$ cat config.mk
export PLATFORM = sky130hd
export DESIGN_NAME = cassette_block_framer_core_flat
export DESIGN_NICKNAME = d
export VERILOG_FILES = /design/src/design/cbf_pkg.sv /design/src/design/cbf_channels.sv /design/src/design/cassette_block_framer_core.sv /design/src/design/cbf_cfg_regs.sv /design/src/design/cbf_byte_gen.sv /design/src/design/cbf_sequencer.sv /design/src/flat_wrapper.sv
export SDC_FILE = /design/constraint.sdc
export NUM_CORES = 1
export LEC_CHECK = 0
export BUFFER_PORTS_ARGS = -buffer_cell sky130_fd_sc_hd__buf_4
export CORE_ASPECT_RATIO = 0.9
export CORE_UTILIZATION = 55
export CTS_CLUSTER_DIAMETER = 30
export DETAILED_ROUTE_END_ITERATION = 16
export PLACE_DENSITY = 0.79
export SLEW_MARGIN = 25
export SYNTH_ARGS = -nofsm -noshare
export SYNTH_HDL_FRONTEND = slang
export SYNTH_SLANG_ARGS = --single-unit
$ cat constraint.sdc
create_clock -name clk -period 8.1 [get_ports clk]
set_input_delay 1.62 -clock clk [delete_from_list [all_inputs] [get_ports clk]]
set_output_delay 1.62 -clock clk [all_outputs]
set_load 0.005 [all_outputs]
$ cat src/design/cbf_pkg.sv
// ----------------------------------------------------------------------------
// Cassette block framer package
// Shared constants, stream positions and types of the tape block framer.
// ----------------------------------------------------------------------------
package cbf_pkg;

	localparam int BLOCK_PAYLOAD = 254;
	localparam int LEADER_COUNT  = 16;
	localparam int L             = LEADER_COUNT;

	localparam int BEG_COUNT = 2 * L + 28;
	localparam int IDX_W     = $clog2(BEG_COUNT);
	localparam int TOTAL_W   = 17;
	localparam int FBL_W     = $clog2((65535 + 12) / BLOCK_PAYLOAD + 1);

	typedef logic [IDX_W-1:0]   idx_t;
	typedef logic [FBL_W-1:0]   fbl_t;
	typedef logic [TOTAL_W-1:0] total_t;
	typedef logic [2:0]         reg_index_t;

	localparam logic [31:0]  RECIP      = 32'((64'd1 << 32) / 64'(BLOCK_PAYLOAD));
	localparam total_t       BP_TOTAL   = total_t'(BLOCK_PAYLOAD);
	localparam total_t       HDR_EXTRA  = total_t'(12);
	localparam logic [7:0]   BP_BYTE    = 8'(BLOCK_PAYLOAD);
	localparam logic [7:0]   FULL_LEN   = 8'((BLOCK_PAYLOAD + 2) & 255);
	localparam logic [7:0]   FIRST_FILL = 8'd5;

	// actions
	localparam logic [1:0] ACT_BEGIN  = 2'd0;
	localparam logic [1:0] ACT_DATA   = 2'd1;
	localparam logic [1:0] ACT_FINISH = 2'd2;
	localparam logic [1:0] ACT_NONE   = 2'd3;

	// register indexes
	localparam reg_index_t REG_PAYLOAD_LENGTH = 3'd0;
	localparam reg_index_t REG_LOAD_ADDRESS   = 3'd1;
	localparam reg_index_t REG_EXEC_ADDRESS   = 3'd2;
	localparam reg_index_t REG_NAME_EIGHT     = 3'd3;
	localparam reg_index_t REG_NAME_THREE     = 3'd4;

	localparam logic [63:0] NAME_EIGHT_RESET = 64'h2020_2020_2020_2020;
	localparam logic [23:0] NAME_THREE_RESET = 24'h20_2020;

	// tape bytes
	localparam logic [7:0] LEADER_BYTE  = 8'h01;
	localparam logic [7:0] SYNC0_BYTE   = 8'h3C;
	localparam logic [7:0] SYNC1_BYTE   = 8'h5A;
	localparam logic [7:0] HDR_TYPE     = 8'h00;
	localparam logic [7:0] HDR_LEN      = 8'h10;
	localparam logic [7:0] FILE_TYPE    = 8'h02;
	localparam logic [7:0] DATA_TYPE    = 8'h01;
	localparam logic [7:0] END_TYPE     = 8'hFF;
	localparam logic [7:0] END_LEN      = 8'h02;
	localparam logic [7:0] TRAILER_MARK = 8'hFF;
	localparam logic [7:0] ZERO_BYTE    = 8'h00;

	// begin run positions
	localparam idx_t B_SYNC0   = idx_t'(L);
	localparam idx_t B_SYNC1   = idx_t'(L + 1);
	localparam idx_t B_HTYPE   = idx_t'(L + 2);
	localparam idx_t B_HLEN    = idx_t'(L + 3);
	localparam idx_t B_NAME    = idx_t'(L + 4);
	localparam idx_t B_EXT     = idx_t'(L + 12);
	localparam idx_t B_FTYPE   = idx_t'(L + 15);
	localparam idx_t B_PAD0    = idx_t'(L + 16);
	localparam idx_t B_PAD1    = idx_t'(L + 17);
	localparam idx_t B_HCKS    = idx_t'(L + 18);
	localparam idx_t B_DSYNC0  = idx_t'(2 * L + 19);
	localparam idx_t B_DSYNC1  = idx_t'(2 * L + 20);
	localparam idx_t B_DTYPE   = idx_t'(2 * L + 21);
	localparam idx_t B_DLEN    = idx_t'(2 * L + 22);
	localparam idx_t B_DZERO   = idx_t'(2 * L + 23);
	localparam idx_t B_PLEN_HI = idx_t'(2 * L + 24);
	localparam idx_t B_PLEN_LO = idx_t'(2 * L + 25);
	localparam idx_t B_LOAD_HI = idx_t'(2 * L + 26);
	localparam idx_t B_LAST    = idx_t'(2 * L + 27);

	// block break run positions
	localparam idx_t P_SYNC0 = idx_t'(L + 1);
	localparam idx_t P_SYNC1 = idx_t'(L + 2);
	localparam idx_t P_TYPE  = idx_t'(L + 3);
	localparam idx_t P_LEN   = idx_t'(L + 4);

	// finish run positions
	localparam idx_t F_ZERO0   = idx_t'(1);
	localparam idx_t F_ZERO1   = idx_t'(2);
	localparam idx_t F_EXEC_HI = idx_t'(3);
	localparam idx_t F_EXEC_LO = idx_t'(4);
	localparam idx_t F_CKS     = idx_t'(5);
	localparam idx_t F_SYNC0   = idx_t'(L + 6);
	localparam idx_t F_SYNC1   = idx_t'(L + 7);
	localparam idx_t F_TYPE    = idx_t'(L + 8);
	localparam idx_t F_LEN     = idx_t'(L + 9);

	typedef struct packed {
		logic [15:0] payload_length;
		logic [15:0] load_address;
		logic [15:0] exec_address;
		logic [63:0] name_first_eight;
		logic [23:0] name_last_three;
	} cfg_t;

	typedef struct packed {
		logic [7:0] fill;
		logic [7:0] sum;
		fbl_t       fbl;
		logic [7:0] lbl;
	} fstate_t;

	typedef struct packed {
		logic [7:0] tape_byte;
		logic       summed;
		logic       cks;
		logic       brk;
		logic       last;
	} gen_t;

endpackage

$ cat src/design/cbf_channels.sv
// ----------------------------------------------------------------------------
// Cassette block framer channels
// Valid/ready channels for input items, tape bytes and register writes.
// ----------------------------------------------------------------------------
interface cbf_in_if;
	logic       valid;
	logic       ready;
	logic [1:0] action;
	logic [7:0] data_byte;
	modport source (output valid, action, data_byte, input ready);
	modport sink (input valid, action, data_byte, output ready);
endinterface

interface cbf_out_if;
	logic       valid;
	logic       ready;
	logic [7:0] tape_byte;
	logic       run_end;
	modport source (output valid, tape_byte, run_end, input ready);
	modport sink (input valid, tape_byte, run_end, output ready);
endinterface

interface cbf_cfg_if;
	logic                valid;
	logic                ready;
	cbf_pkg::reg_index_t index;
	logic [63:0]         data;
	modport source (output valid, index, data, input ready);
	modport sink (input valid, index, data, output ready);
endinterface

$ cat src/design/cassette_block_framer_core.sv
// ----------------------------------------------------------------------------
// Cassette block framer core
// The first tape byte of an item goes through the input register and then the
// tape byte register. Throughput: one tape byte per cycle while tape.ready is
// high, from the sequencer's single byte register; an item holds the input until
// its last byte is issued: 1 byte for a payload byte, LEADER_COUNT+6 at a block
// break, 2*LEADER_COUNT+28 for begin and LEADER_COUNT+11 for finish. Reset
// clears valids, counters and framing state and resets the registers.
// ----------------------------------------------------------------------------
module cassette_block_framer_core (
	input  logic      clk,
	input  logic      arst_n,
	cbf_in_if.sink    items,
	cbf_out_if.source tape,
	cbf_cfg_if.sink   cfg
);
	import cbf_pkg::*;

	cfg_t regs;

	cbf_cfg_regs u_cfg (
		.clk    (clk),
		.arst_n (arst_n),
		.cfg    (cfg),
		.regs   (regs)
	);

	cbf_sequencer u_seq (
		.clk    (clk),
		.arst_n (arst_n),
		.items  (items),
		.tape   (tape),
		.regs   (regs)
	);

endmodule

$ cat src/design/cbf_cfg_regs.sv
// ----------------------------------------------------------------------------
// Cassette block framer configuration registers
// Holds payload length, addresses and file name written over the cfg channel.
// ----------------------------------------------------------------------------
module cbf_cfg_regs (
	input  logic          clk,
	input  logic          arst_n,
	cbf_cfg_if.sink       cfg,
	output cbf_pkg::cfg_t regs
);
	import cbf_pkg::*;

	assign cfg.ready = 1'b1;

	always_ff @(posedge clk or negedge arst_n) begin
		if (!arst_n) begin
			regs.payload_length   <= '0;
			regs.load_address     <= '0;
			regs.exec_address     <= '0;
			regs.name_first_eight <= NAME_EIGHT_RESET;
			regs.name_last_three  <= NAME_THREE_RESET;
		end else if (cfg.valid) begin
			unique case (cfg.index)
				REG_PAYLOAD_LENGTH: regs.payload_length   <= cfg.data[15:0];
				REG_LOAD_ADDRESS:   regs.load_address     <= cfg.data[15:0];
				REG_EXEC_ADDRESS:   regs.exec_address     <= cfg.data[15:0];
				REG_NAME_EIGHT:     regs.name_first_eight <= cfg.data;
				REG_NAME_THREE:     regs.name_last_three  <= cfg.data[23:0];
				default: ;
			endcase
		end
	end

endmodule

$ cat src/design/cbf_byte_gen.sv
// ----------------------------------------------------------------------------
// Cassette block framer byte generator
// Selects the tape byte at a run position and flags its effect on the sum.
// ----------------------------------------------------------------------------
module cbf_byte_gen (
	input  logic             [1:0] action,
	input  logic             [7:0] data_byte,
	input  cbf_pkg::idx_t          idx,
	input  cbf_pkg::fstate_t       st,
	input  cbf_pkg::cfg_t          regs,
	output cbf_pkg::gen_t          gen
);
	import cbf_pkg::*;

	logic [2:0] k8;
	logic [1:0] k3;
	logic [7:0] name_byte;
	logic [7:0] ext_byte;
	logic [7:0] cks_byte;
	logic [7:0] len_byte;
	logic       brk;

	assign k8       = 3'(idx - B_NAME);
	assign k3       = 2'(idx - B_EXT);
	assign cks_byte = 8'(9'h100 - {1'b0, st.sum});
	assign len_byte = (st.fbl != '0) ? FULL_LEN : st.lbl;
	assign brk      = st.fill >= BP_BYTE;

	assign name_byte = regs.name_first_eight[8 * (7 - int'(k8)) +: 8];

	always_comb begin
		case (k3)
			2'd0:    ext_byte = regs.name_last_three[23:16];
			2'd1:    ext_byte = regs.name_last_three[15:8];
			default: ext_byte = regs.name_last_three[7:0];
		endcase
	end

	always_comb begin
		gen     = '0;
		gen.brk = brk;
		unique case (action)
			ACT_BEGIN: begin
				priority if (idx < B_SYNC0) gen.tape_byte = LEADER_BYTE;
				else if (idx == B_SYNC0) gen.tape_byte = SYNC0_BYTE;
				else if (idx == B_SYNC1) gen.tape_byte = SYNC1_BYTE;
				else if (idx == B_HTYPE) gen.tape_byte = HDR_TYPE;
				else if (idx == B_HLEN) gen.tape_byte = HDR_LEN;
				else if (idx < B_EXT) begin
					gen.tape_byte = name_byte;
					gen.summed    = 1'b1;
				end else if (idx < B_FTYPE) begin
					gen.tape_byte = ext_byte;
					gen.summed    = 1'b1;
				end else if (idx == B_FTYPE) begin
					gen.tape_byte = FILE_TYPE;
					gen.summed    = 1'b1;
				end else if (idx == B_PAD0 || idx == B_PAD1) gen.tape_byte = ZERO_BYTE;
				else if (idx == B_HCKS) begin
					gen.tape_byte = cks_byte;
					gen.cks       = 1'b1;
				end else if (idx < B_DSYNC0) gen.tape_byte = LEADER_BYTE;
				else if (idx == B_DSYNC0) gen.tape_byte = SYNC0_BYTE;
				else if (idx == B_DSYNC1) gen.tape_byte = SYNC1_BYTE;
				else if (idx == B_DTYPE) gen.tape_byte = DATA_TYPE;
				else if (idx == B_DLEN) gen.tape_byte = len_byte;
				else if (idx == B_DZERO) gen.tape_byte = ZERO_BYTE;
				else if (idx == B_PLEN_HI) begin
					gen.tape_byte = regs.payload_length[15:8];
					gen.summed    = 1'b1;
				end else if (idx == B_PLEN_LO) begin
					gen.tape_byte = regs.payload_length[7:0];
					gen.summed    = 1'b1;
				end else if (idx == B_LOAD_HI) begin
					gen.tape_byte = regs.load_address[15:8];
					gen.summed    = 1'b1;
				end else begin
					gen.tape_byte = regs.load_address[7:0];
					gen.summed    = 1'b1;
					gen.last      = 1'b1;
				end
			end
			ACT_DATA: begin
				priority if (!brk) begin
					gen.tape_byte = data_byte;
					gen.summed    = 1'b1;
					gen.last      = 1'b1;
				end else if (idx == '0) begin
					gen.tape_byte = cks_byte;
					gen.cks       = 1'b1;
				end else if (idx < P_SYNC0) gen.tape_byte = LEADER_BYTE;
				else if (idx == P_SYNC0) gen.tape_byte = SYNC0_BYTE;
				else if (idx == P_SYNC1) gen.tape_byte = SYNC1_BYTE;
				else if (idx == P_TYPE) gen.tape_byte = DATA_TYPE;
				else if (idx == P_LEN) gen.tape_byte = len_byte;
				else begin
					gen.tape_byte = data_byte;
					gen.summed    = 1'b1;
					gen.last      = 1'b1;
				end
			end
			ACT_FINISH: begin
				priority if (idx == '0) begin
					gen.tape_byte = TRAILER_MARK;
					gen.summed    = 1'b1;
				end else if (idx == F_ZERO0 || idx == F_ZERO1) begin
					gen.tape_byte = ZERO_BYTE;
					gen.summed    = 1'b1;
				end else if (idx == F_EXEC_HI) begin
					gen.tape_byte = regs.exec_address[15:8];
					gen.summed    = 1'b1;
				end else if (idx == F_EXEC_LO) begin
					gen.tape_byte = regs.exec_address[7:0];
					gen.summed    = 1'b1;
				end else if (idx == F_CKS) begin
					gen.tape_byte = cks_byte;
					gen.cks       = 1'b1;
				end else if (idx < F_SYNC0) gen.tape_byte = LEADER_BYTE;
				else if (idx == F_SYNC0) gen.tape_byte = SYNC0_BYTE;
				else if (idx == F_SYNC1) gen.tape_byte = SYNC1_BYTE;
				else if (idx == F_TYPE) gen.tape_byte = END_TYPE;
				else if (idx == F_LEN) gen.tape_byte = END_LEN;
				else begin
					gen.tape_byte = ZERO_BYTE;
					gen.last      = 1'b1;
				end
			end
			default: ;
		endcase
	end

endmodule

$ cat src/design/cbf_sequencer.sv
// ----------------------------------------------------------------------------
// Cassette block framer sequencer
// Input register, run position counter, framing state and tape byte register.
// ----------------------------------------------------------------------------
module cbf_sequencer (
	input  logic          clk,
	input  logic          arst_n,
	cbf_in_if.sink        items,
	cbf_out_if.source     tape,
	input  cbf_pkg::cfg_t regs
);
	import cbf_pkg::*;

	logic       valid_s1;
	logic [1:0] action_s1;
	logic [7:0] data_s1;
	idx_t       idx_q;
	fstate_t    st_q;

	logic       valid_s2;
	logic [7:0] tape_byte_s2;
	logic       run_end_s2;

	gen_t   gen;
	logic   out_free;
	logic   fire;
	logic   s1_done;
	logic   take;
	total_t total;
	logic [48:0] prod;
	fbl_t   q_est;
	total_t rem;
	logic   rem_ge;

	cbf_byte_gen u_gen (
		.action    (action_s1),
		.data_byte (data_s1),
		.idx       (idx_q),
		.st        (st_q),
		.regs      (regs),
		.gen       (gen)
	);

	assign out_free    = !valid_s2 || tape.ready;
	assign fire        = valid_s1 && out_free && (action_s1 != ACT_NONE);
	assign s1_done     = valid_s1 && ((action_s1 == ACT_NONE) || (out_free && gen.last));
	assign items.ready = !valid_s1 || s1_done;
	assign take        = items.valid && items.ready;

	assign total  = total_t'(regs.payload_length) + HDR_EXTRA;
	assign prod   = 49'(total) * 49'(RECIP);
	assign q_est  = prod[32 +: FBL_W];
	assign rem    = total_t'(total - total_t'(st_q.fbl) * BP_TOTAL);
	assign rem_ge = rem >= BP_TOTAL;

	always_ff @(posedge clk or negedge arst_n) begin
		if (!arst_n) begin
			valid_s1 <= 1'b0;
			idx_q    <= '0;
		end else if (take) begin
			valid_s1 <= 1'b1;
			idx_q    <= '0;
		end else if (s1_done) begin
			valid_s1 <= 1'b0;
		end else if (fire) begin
			idx_q <= idx_q + idx_t'(1);
		end
	end

	always_ff @(posedge clk) begin
		if (take) begin
			action_s1 <= items.action;
			data_s1   <= items.data_byte;
		end
	end

	always_ff @(posedge clk or negedge arst_n) begin
		if (!arst_n) begin
			st_q <= '0;
		end else if (fire) begin
			if (gen.cks) begin
				st_q.sum <= '0;
			end else if (gen.summed) begin
				st_q.sum <= 8'(st_q.sum + gen.tape_byte);
			end
			unique case (action_s1)
				ACT_BEGIN: begin
					if (idx_q == '0) begin
						st_q.sum <= '0;
						st_q.fbl <= q_est;
					end
					if (idx_q == idx_t'(1)) begin
						st_q.fbl <= st_q.fbl + fbl_t'(rem_ge);
						st_q.lbl <= rem_ge ? 8'(rem - BP_TOTAL) : 8'(rem);
					end
					if (gen.last) begin
						st_q.fill <= FIRST_FILL;
					end
				end
				ACT_DATA: begin
					if (gen.brk && idx_q == '0 && st_q.fbl != '0) begin
						st_q.fbl <= st_q.fbl - fbl_t'(1);
					end
					if (gen.last) begin
						st_q.fill <= gen.brk ? 8'd1 : 8'(st_q.fill + 8'd1);
					end
				end
				ACT_FINISH: begin
					if (gen.last) begin
						st_q.fill <= '0;
						st_q.sum  <= '0;
						st_q.fbl  <= '0;
					end
				end
				default: ;
			endcase
		end
	end

	always_ff @(posedge clk or negedge arst_n) begin
		if (!arst_n) begin
			valid_s2 <= 1'b0;
		end else if (fire) begin
			valid_s2 <= 1'b1;
		end else if (tape.ready) begin
			valid_s2 <= 1'b0;
		end
	end

	always_ff @(posedge clk) begin
		if (fire) begin
			tape_byte_s2 <= gen.tape_byte;
			run_end_s2   <= gen.last;
		end
	end

	assign tape.valid     = valid_s2;
	assign tape.tape_byte = tape_byte_s2;
	assign tape.run_end   = run_end_s2;

`ifndef NO_ASSERTIONS
	a_fill_bound: assert property (@(posedge clk) disable iff (!arst_n)
		st_q.fill <= BP_BYTE)
		else $error("block fill beyond block payload");

	a_cks_clears: assert property (@(posedge clk) disable iff (!arst_n)
		fire && gen.cks |=> st_q.sum == '0)
		else $error("sum not cleared after checksum");

	a_idx_bound: assert property (@(posedge clk) disable iff (!arst_n)
		valid_s1 |-> idx_q <= B_LAST)
		else $error("run position beyond longest run");

	a_lbl_bound: assert property (@(posedge clk) disable iff (!arst_n)
		fire && action_s1 == ACT_BEGIN && idx_q == idx_t'(1) |=> st_q.lbl < BP_BYTE)
		else $error("last block length not reduced");
`endif

endmodule
$ cat src/flat_wrapper.sv
// flat-port wrapper written by rule: the top's interface ports become plain ports
module cassette_block_framer_core_flat import cbf_pkg::*;
  (clk, arst_n, items_valid, items_action, items_data_byte, items_ready, tape_valid, tape_tape_byte, tape_run_end, tape_ready, cfg_valid, cfg_index, cfg_data, cfg_ready);
  cbf_in_if items_i ();
  cbf_out_if tape_i ();
  cbf_cfg_if cfg_i ();
  input  logic clk;
  input  logic arst_n;
  input wire logic [$bits(items_i.valid)-1:0] items_valid;
  input wire logic [$bits(items_i.action)-1:0] items_action;
  input wire logic [$bits(items_i.data_byte)-1:0] items_data_byte;
  output wire logic [$bits(items_i.ready)-1:0] items_ready;
  output wire logic [$bits(tape_i.valid)-1:0] tape_valid;
  output wire logic [$bits(tape_i.tape_byte)-1:0] tape_tape_byte;
  output wire logic [$bits(tape_i.run_end)-1:0] tape_run_end;
  input wire logic [$bits(tape_i.ready)-1:0] tape_ready;
  input wire logic [$bits(cfg_i.valid)-1:0] cfg_valid;
  input wire logic [$bits(cfg_i.index)-1:0] cfg_index;
  input wire logic [$bits(cfg_i.data)-1:0] cfg_data;
  output wire logic [$bits(cfg_i.ready)-1:0] cfg_ready;
  assign items_i.valid = items_valid;
  assign items_i.action = items_action;
  assign items_i.data_byte = items_data_byte;
  assign items_ready = items_i.ready;
  assign tape_valid = tape_i.valid;
  assign tape_tape_byte = tape_i.tape_byte;
  assign tape_run_end = tape_i.run_end;
  assign tape_i.ready = tape_ready;
  assign cfg_i.valid = cfg_valid;
  assign cfg_i.index = cfg_index;
  assign cfg_i.data = cfg_data;
  assign cfg_ready = cfg_i.ready;
  cassette_block_framer_core u_core (.clk(clk), .arst_n(arst_n), .items(items_i), .tape(tape_i), .cfg(cfg_i));
endmodule
=== Word level (Yosys, flattened, before mapping) ===
Cells that the tools add are included.
Widths: inputs -> output; s select.

* Reductions and logical operators: 32
* Mux-type cells: 121
* Shift operators: 1
* Multiply operators: 2
* Equal/unequal tests: 41
* $add $sub $neg: 12
* $lt $le $gt $ge: 8

{| class="wikitable"
|+ Operators with widths
! operator !! count
|-
| $mux 8 || 32
|-
| $mux 9 || 11
|-
| $eq 6x6->1 const B || 11
|-
| $shiftx 64x32->8 || 1
|-
| $eq 6x5->1 const B || 10
|-
| $mux 1 || 59
|-
| $mul 17x22->38 const B || 1
|-
| $mux 17 || 2
|-
| $pmux 8 s2 || 2
|-
| $lt 6x5->1 const B || 5
|-
| $pmux 10 s3 || 1
|-
| $pmux 9 s3 || 1
|-
| $mux 25 || 1
|-
| $pmux 8 s3 || 1
|-
| $mux 6 || 3
|-
| $add 16x4->17 const B || 1
|-
| $ge 17x8->1 const B || 1
|-
| $sub 17x17->17 || 1
|-
| $mul 9x7->16 const B || 1
|-
| $mux 2 || 7
|-
| $eq 6x2->1 const B || 2
|-
| $eq 6x3->1 const B || 2
|-
| $reduce_and 2->1 || 6
|-
| $ne 2x2->1 const B || 5
|-
| 32 further kinds || 50
|}

* Register bits after elaboration: 196
* Bits of input ports: 82
* Output and inout bits: 12

=== Longest topological paths before layout ===
* Word-level depth: 28
* Mapped depth: 32
* Mapped depth without buffers: 32

=== By module ===
From an unflattened synthesis, not the netlist that was laid out.

* Cell total of the unflattened synthesis: 1526
* Area total of the unflattened synthesis: 15353.5 µm²

{| class="wikitable"
|+ Modules (own cells, without submodules)
! module !! seq. area each (µm²) !! times used !! cells an instance !! area an instance (µm²)
|-
| cbf_sequencer || 1596.5 || 1 || 799 || 7194.4
|-
| cbf_cfg_regs || 3417.0 || 1 || 294 || 5177.5
|-
| cbf_byte_gen || 0.0 || 1 || 433 || 2981.6
|}

=== Worst setup path after synthesis ===
No wires, ideal clock.

* Kind: reg2reg
* From: register u_core.u_seq.st_q[12] (netlist bit)
* To: register u_core.u_seq.st_q[16] (netlist bit)
* Setup time: 0.135 ns
* Path buffers: 0
* Arrival time: 6.800 ns
* Path slack: 1.165 ns
* Required time: 7.965 ns
* Stages on the path, launching flop included: 31
* Period minus slack after synthesis: 6.935 ns
* Cell sequence: dfrtp_1 -> inv_1 -> fa_1 -> fa_1 -> fa_1 -> fa_1 -> inv_1 -> ha_1 -> inv_1 -> a21oi_1 -> o21a_1 -> o21ai_0 -> a21oi_1 -> o21a_1 -> or2_2 -> ha_1 -> nand2_1 -> nor2_1 -> nand3b_1 -> o21ai_0 -> xor2_1 -> nor4_2 -> nand3_2 -> ha_1 -> ha_1 -> and3_1 -> nand2_1 -> a2bb2oi_1 -> o21ai_0 -> a22oi_1 -> o211ai_1

* Cells in the longest elaborated chain, start to end: 6
* Elaborated cells on any way between the ends: 12
* Those cells by class: add/sub (3); mul (1); order compare (1); eq/ne (1); mux (3); reduce/logical (3)

{| class="wikitable"
|+ RTL lines
! what !! RTL line !! RTL
|-
| from (decl) || cbf_sequencer.sv:18 || <nowiki>fstate_t st_q;</nowiki>
|-
| $mul 9x7->16 || cbf_sequencer.sv:53 || <nowiki>assign rem = total_t'(total - total_t'(st_q.fbl) * BP_TOTAL);</nowiki>
|-
| $sub 17x17->17 || cbf_sequencer.sv:53 ||
|-
| $ge 17x8->1 || cbf_sequencer.sv:54 || <nowiki>assign rem_ge = rem >= BP_TOTAL;</nowiki>
|-
| $add 9x1->9 || cbf_sequencer.sv:93 || <nowiki>st_q.fbl <= st_q.fbl + fbl_t'(rem_ge);</nowiki>
|-
| $mux 17 || cbf_sequencer.sv:92 || <nowiki>if (idx_q == idx_t'(1)) begin</nowiki>
|-
| $pmux 9 s3 || cbf_sequencer.sv:86 || <nowiki>unique case (action_s1)</nowiki>
|}

Several ways; a longest one is shown, not always the timed one. The select of a mux whose other input is x is not followed.
A chain may end at the register's enable or synchronous reset.

=== Worst setup path in the final report ===
* From: register u_core.u_seq.st_q[11] (netlist bit)
* To: register u_core.u_seq.st_q[16] (netlist bit)

Same word-level chain as after synthesis.

==> key figures <==
Status
  • Outcome: finished, final reports clean

Setup path
  • Worst setup SP type: flip-flop
  • WP data required: between 8 and 9 ns
  • R2r setup slk: 0.54 ns
  • Worst setup EP type: flip-flop
  • CP max stage cell: fa_1
  • WS Path Type: flip-flop to flip-flop
  • Worst Path Max Fanout: 8
  • Crit-path max cell delay: 0.58 ns
  • Crit path DAT: 7.87 ns

Final layout
  • Layout Nets: between 1500 and 2000
  • Commonest non-fill, non-tap cell in the layout: dfrtp_1
  • Fraction of layout cells with a size suffix above 1: 22.50%
  • Commonest non-fill, non-tap cells in the layout: dfrtp_1, ha_1, mux2_2, buf_4, inv_1
  • Synthesis-to-layout area growth: 11.08%
  • Util after Layout: 62.69%

Timing
  • Worst Max-Slew Pin Slew: 0.8935 ns
  • Clk_skew: between 0.015 and 0.02 ns
  • Final period util: 93.30%
  • Setup violators final: 0
  • Fmax: between 0.1 and 0.15 GHz
  • Unrepaired setup endpoints after global routing: false
  • Crit path time final: 7.557 ns
  • Max-slew violations: 0
  • Final hold viol count: 0
  • Slew HR: 40.44%
  • Aggregate negative setup slack: 0 ns

Global routing
  • Vias in the first global route: between 10000 and 15000
  • Total grt overflow: 0
  • Total GRT Usage: between 30% and 40%
  • Global-route wire length before repair: 65.06 mm
  • Initial antenna violation count: 1
  • Pin count of the biggest net entering global routing: 74

Floorplanning
  • Io pins: 94
  • Row cnt: 56
  • Full die area: between 20000 and 30000 um^2
  • Die W: 174.9 um
  • Die H: 157.6 um
  • Initial Util: between 50% and 60%
  • Core ar.: ~26000 um^2

Clocking
  • Maximum clock path buffer count: 2
  • CTS H-tree lvls: 4
  • Post-CTS setup buffer count: 0
  • Num CTS Buffers: 17
  • Root Buffer: clkbuf_16
  • CTS tree: done
  • Clock transition at path regs: 0.08 ns
  • Post-CTS Hold Buffers: 0
  • Clock Latency Late Sink: 0.46 ns
  • Clock sinks: 196

Detailed routing
  • Wire per inst: 21.99 um
  • Final wirelength: 41.29 mm
  • Final antenna-violating net count: 0
  • Vias per cell: 6.378
  • Via count: roughly 12000
  • Pre-antenna DRT Iters: 7
  • DRC: 0
  • Initial DRC count: ~1200

Synthesis
  • Post-synth EDFFs: 19
  • Syn Nets: ~1700
  • Synthesized area per cell: 10.22 um^2
  • FF+latch count, synth: between 150 and 200
  • Top FF cell, synth: dfrtp_1
  • Synth top area cells: dfrtp_1, ha_1, mux2_2
  • Sequential fraction of the synthesis area: between 30% and 40%
  • Synth Warn #: 0
  • Share of the synthesized area in the top cell type: between 20 and 30%
  • Synth Instances: 1447
  • Post-synth cell types: 95
  • Post-synth ARST share: 90.31%
  • Dominant cell type by area after synthesis: dfrtp_1
  • Mapped Area: 14790 um^2

Placed design
  • Detailed placement HPWL: 31.21 mm
  • Gpl congestion: 1.015
  • Number of port buffers: 92

Flow run
  • MaxCap Viol Count: 0

Min path
  • Worst min-delay path category: flip-flop to flip-flop
[per-stage QoR]
step	hold WS, ns	setup WS [ns]	cell area, um^2	std cells
final	0.4903	0.5426	16430	1878
after CTS	0.4906	0.4363	16420	1877
after floorplan	0.4539	1.165	14790	1447
after global placement	0.4676	0.6699	15800	1845
after global routing	0.5146	0.01132	16430	1877
after detailed placement	0.4748	0.4487	15800	1845
[critical path, delay by kind of cell, from the launching register on]
kind | cells | cell delay, ns
AO/OA/AOI/OAI | 10 | 1.54
XOR/XNOR | 1 | 0.15
adder cells (fa/ha/maj) | 8 | 3.32
buffers and inverters | 3 | 0.31
flip-flops | 1 | 0.55
AND/OR/NAND/NOR | 8 | 1.54
[routing by layer]
metal  GRT usage [%]  share of wire [%]
met1           45.22                 45
met2           45.62                 44
met3           6.715                8.8
met4           8.240                1.7
met5               0                  0
[logic make-up (layout without fill, tap and decap cells)]
logic type / after synthesis / count (layout) / synth area share, %
multiplexers: 161 / 161 / 13.38
other: 1 / 2 / 0.02536
AND/OR/NAND/NOR: 336 / 336 / 11.92
buffers and inverters: 166 / 248 / 4.518
adder cells (fa/ha/maj): 172 / 172 / 16.23
flip-flops: 196 / 196 / 33.90
AO/OA/AOI/OAI: 350 / 350 / 16.18
XOR/XNOR: 65 / 65 / 3.849
[timing repair]
item	CTS	global route
resized for setup	0	2
setup endpoints to repair	0	2
hold endpoints to repair	0	0
[state kept, by name, indices dropped and copies added (netlist names)]
register                     flops
u_core.u_cfg.regs              136
u_core.u_seq.st_q               33
u_core.u_seq.data_s1             8
u_core.u_seq.tape.tape_byte      8
u_core.u_seq.idx_q               6
u_core.u_seq.action_s1           2
u_core.u_seq.tape.run_end        1
u_core.u_seq.tape.valid          1
u_core.u_seq.valid_s1            1
[synth_stat cells (all sizes together) (8+ instances only)]
cell / instances
edfxtp: 19
a21o: 16
mux2i: 11
a22oi: 29
nor2b: 14
nand2b: 10
a211oi: 9
o21a: 9
o211ai: 9
or2: 9
a31oi: 15
fa: 33
mux2: 134
o221ai: 9
dfrtp: 166
buf: 21
o21ai: 78
xor2: 31
nand2: 81
and3: 18
dfstp: 11
mux4: 16
a21oi: 70
a22o: 12
nand3: 42
nor2: 84
clkbuf: 39
nor3: 28
o31ai: 8
o22ai: 14
ha: 139
inv: 106
a221oi: 11
xnor2: 34
[worst paths after layout]
path / start / endpoint / cells past startpoint
worst max register to register: u_core.u_seq.st_q[11] / u_core.u_seq.st_q[16] / 30
max in group asynchronous: arst_n / u_core.u_cfg.regs[24] / 2
min in group asynchronous: arst_n / u_core.u_seq.st_q[16] / 1
worst max-delay path: u_core.u_seq.st_q[11] / u_core.u_seq.st_q[16] / 30
worst min register to register: u_core.u_seq.valid_s1 / u_core.u_seq.tape.valid / 2
worst min-delay path: u_core.u_seq.valid_s1 / u_core.u_seq.tape.valid / 2
[area by class of cell]
class                   count  area, um^2
well taps                 348       435.4
clock buffers              19       452.9
inverters                 106       397.9
fillers                  2080        9777
multi-input cells        1085        9131
flip-flops and latches    196        5015
repair buffers            110       829.5
clock inverters            13       163.9
diodes                      1       2.502
Power is left out: the tool's default activity adds up to more than one toggle a clock period on the data nets, which glitch-free logic cannot reach.
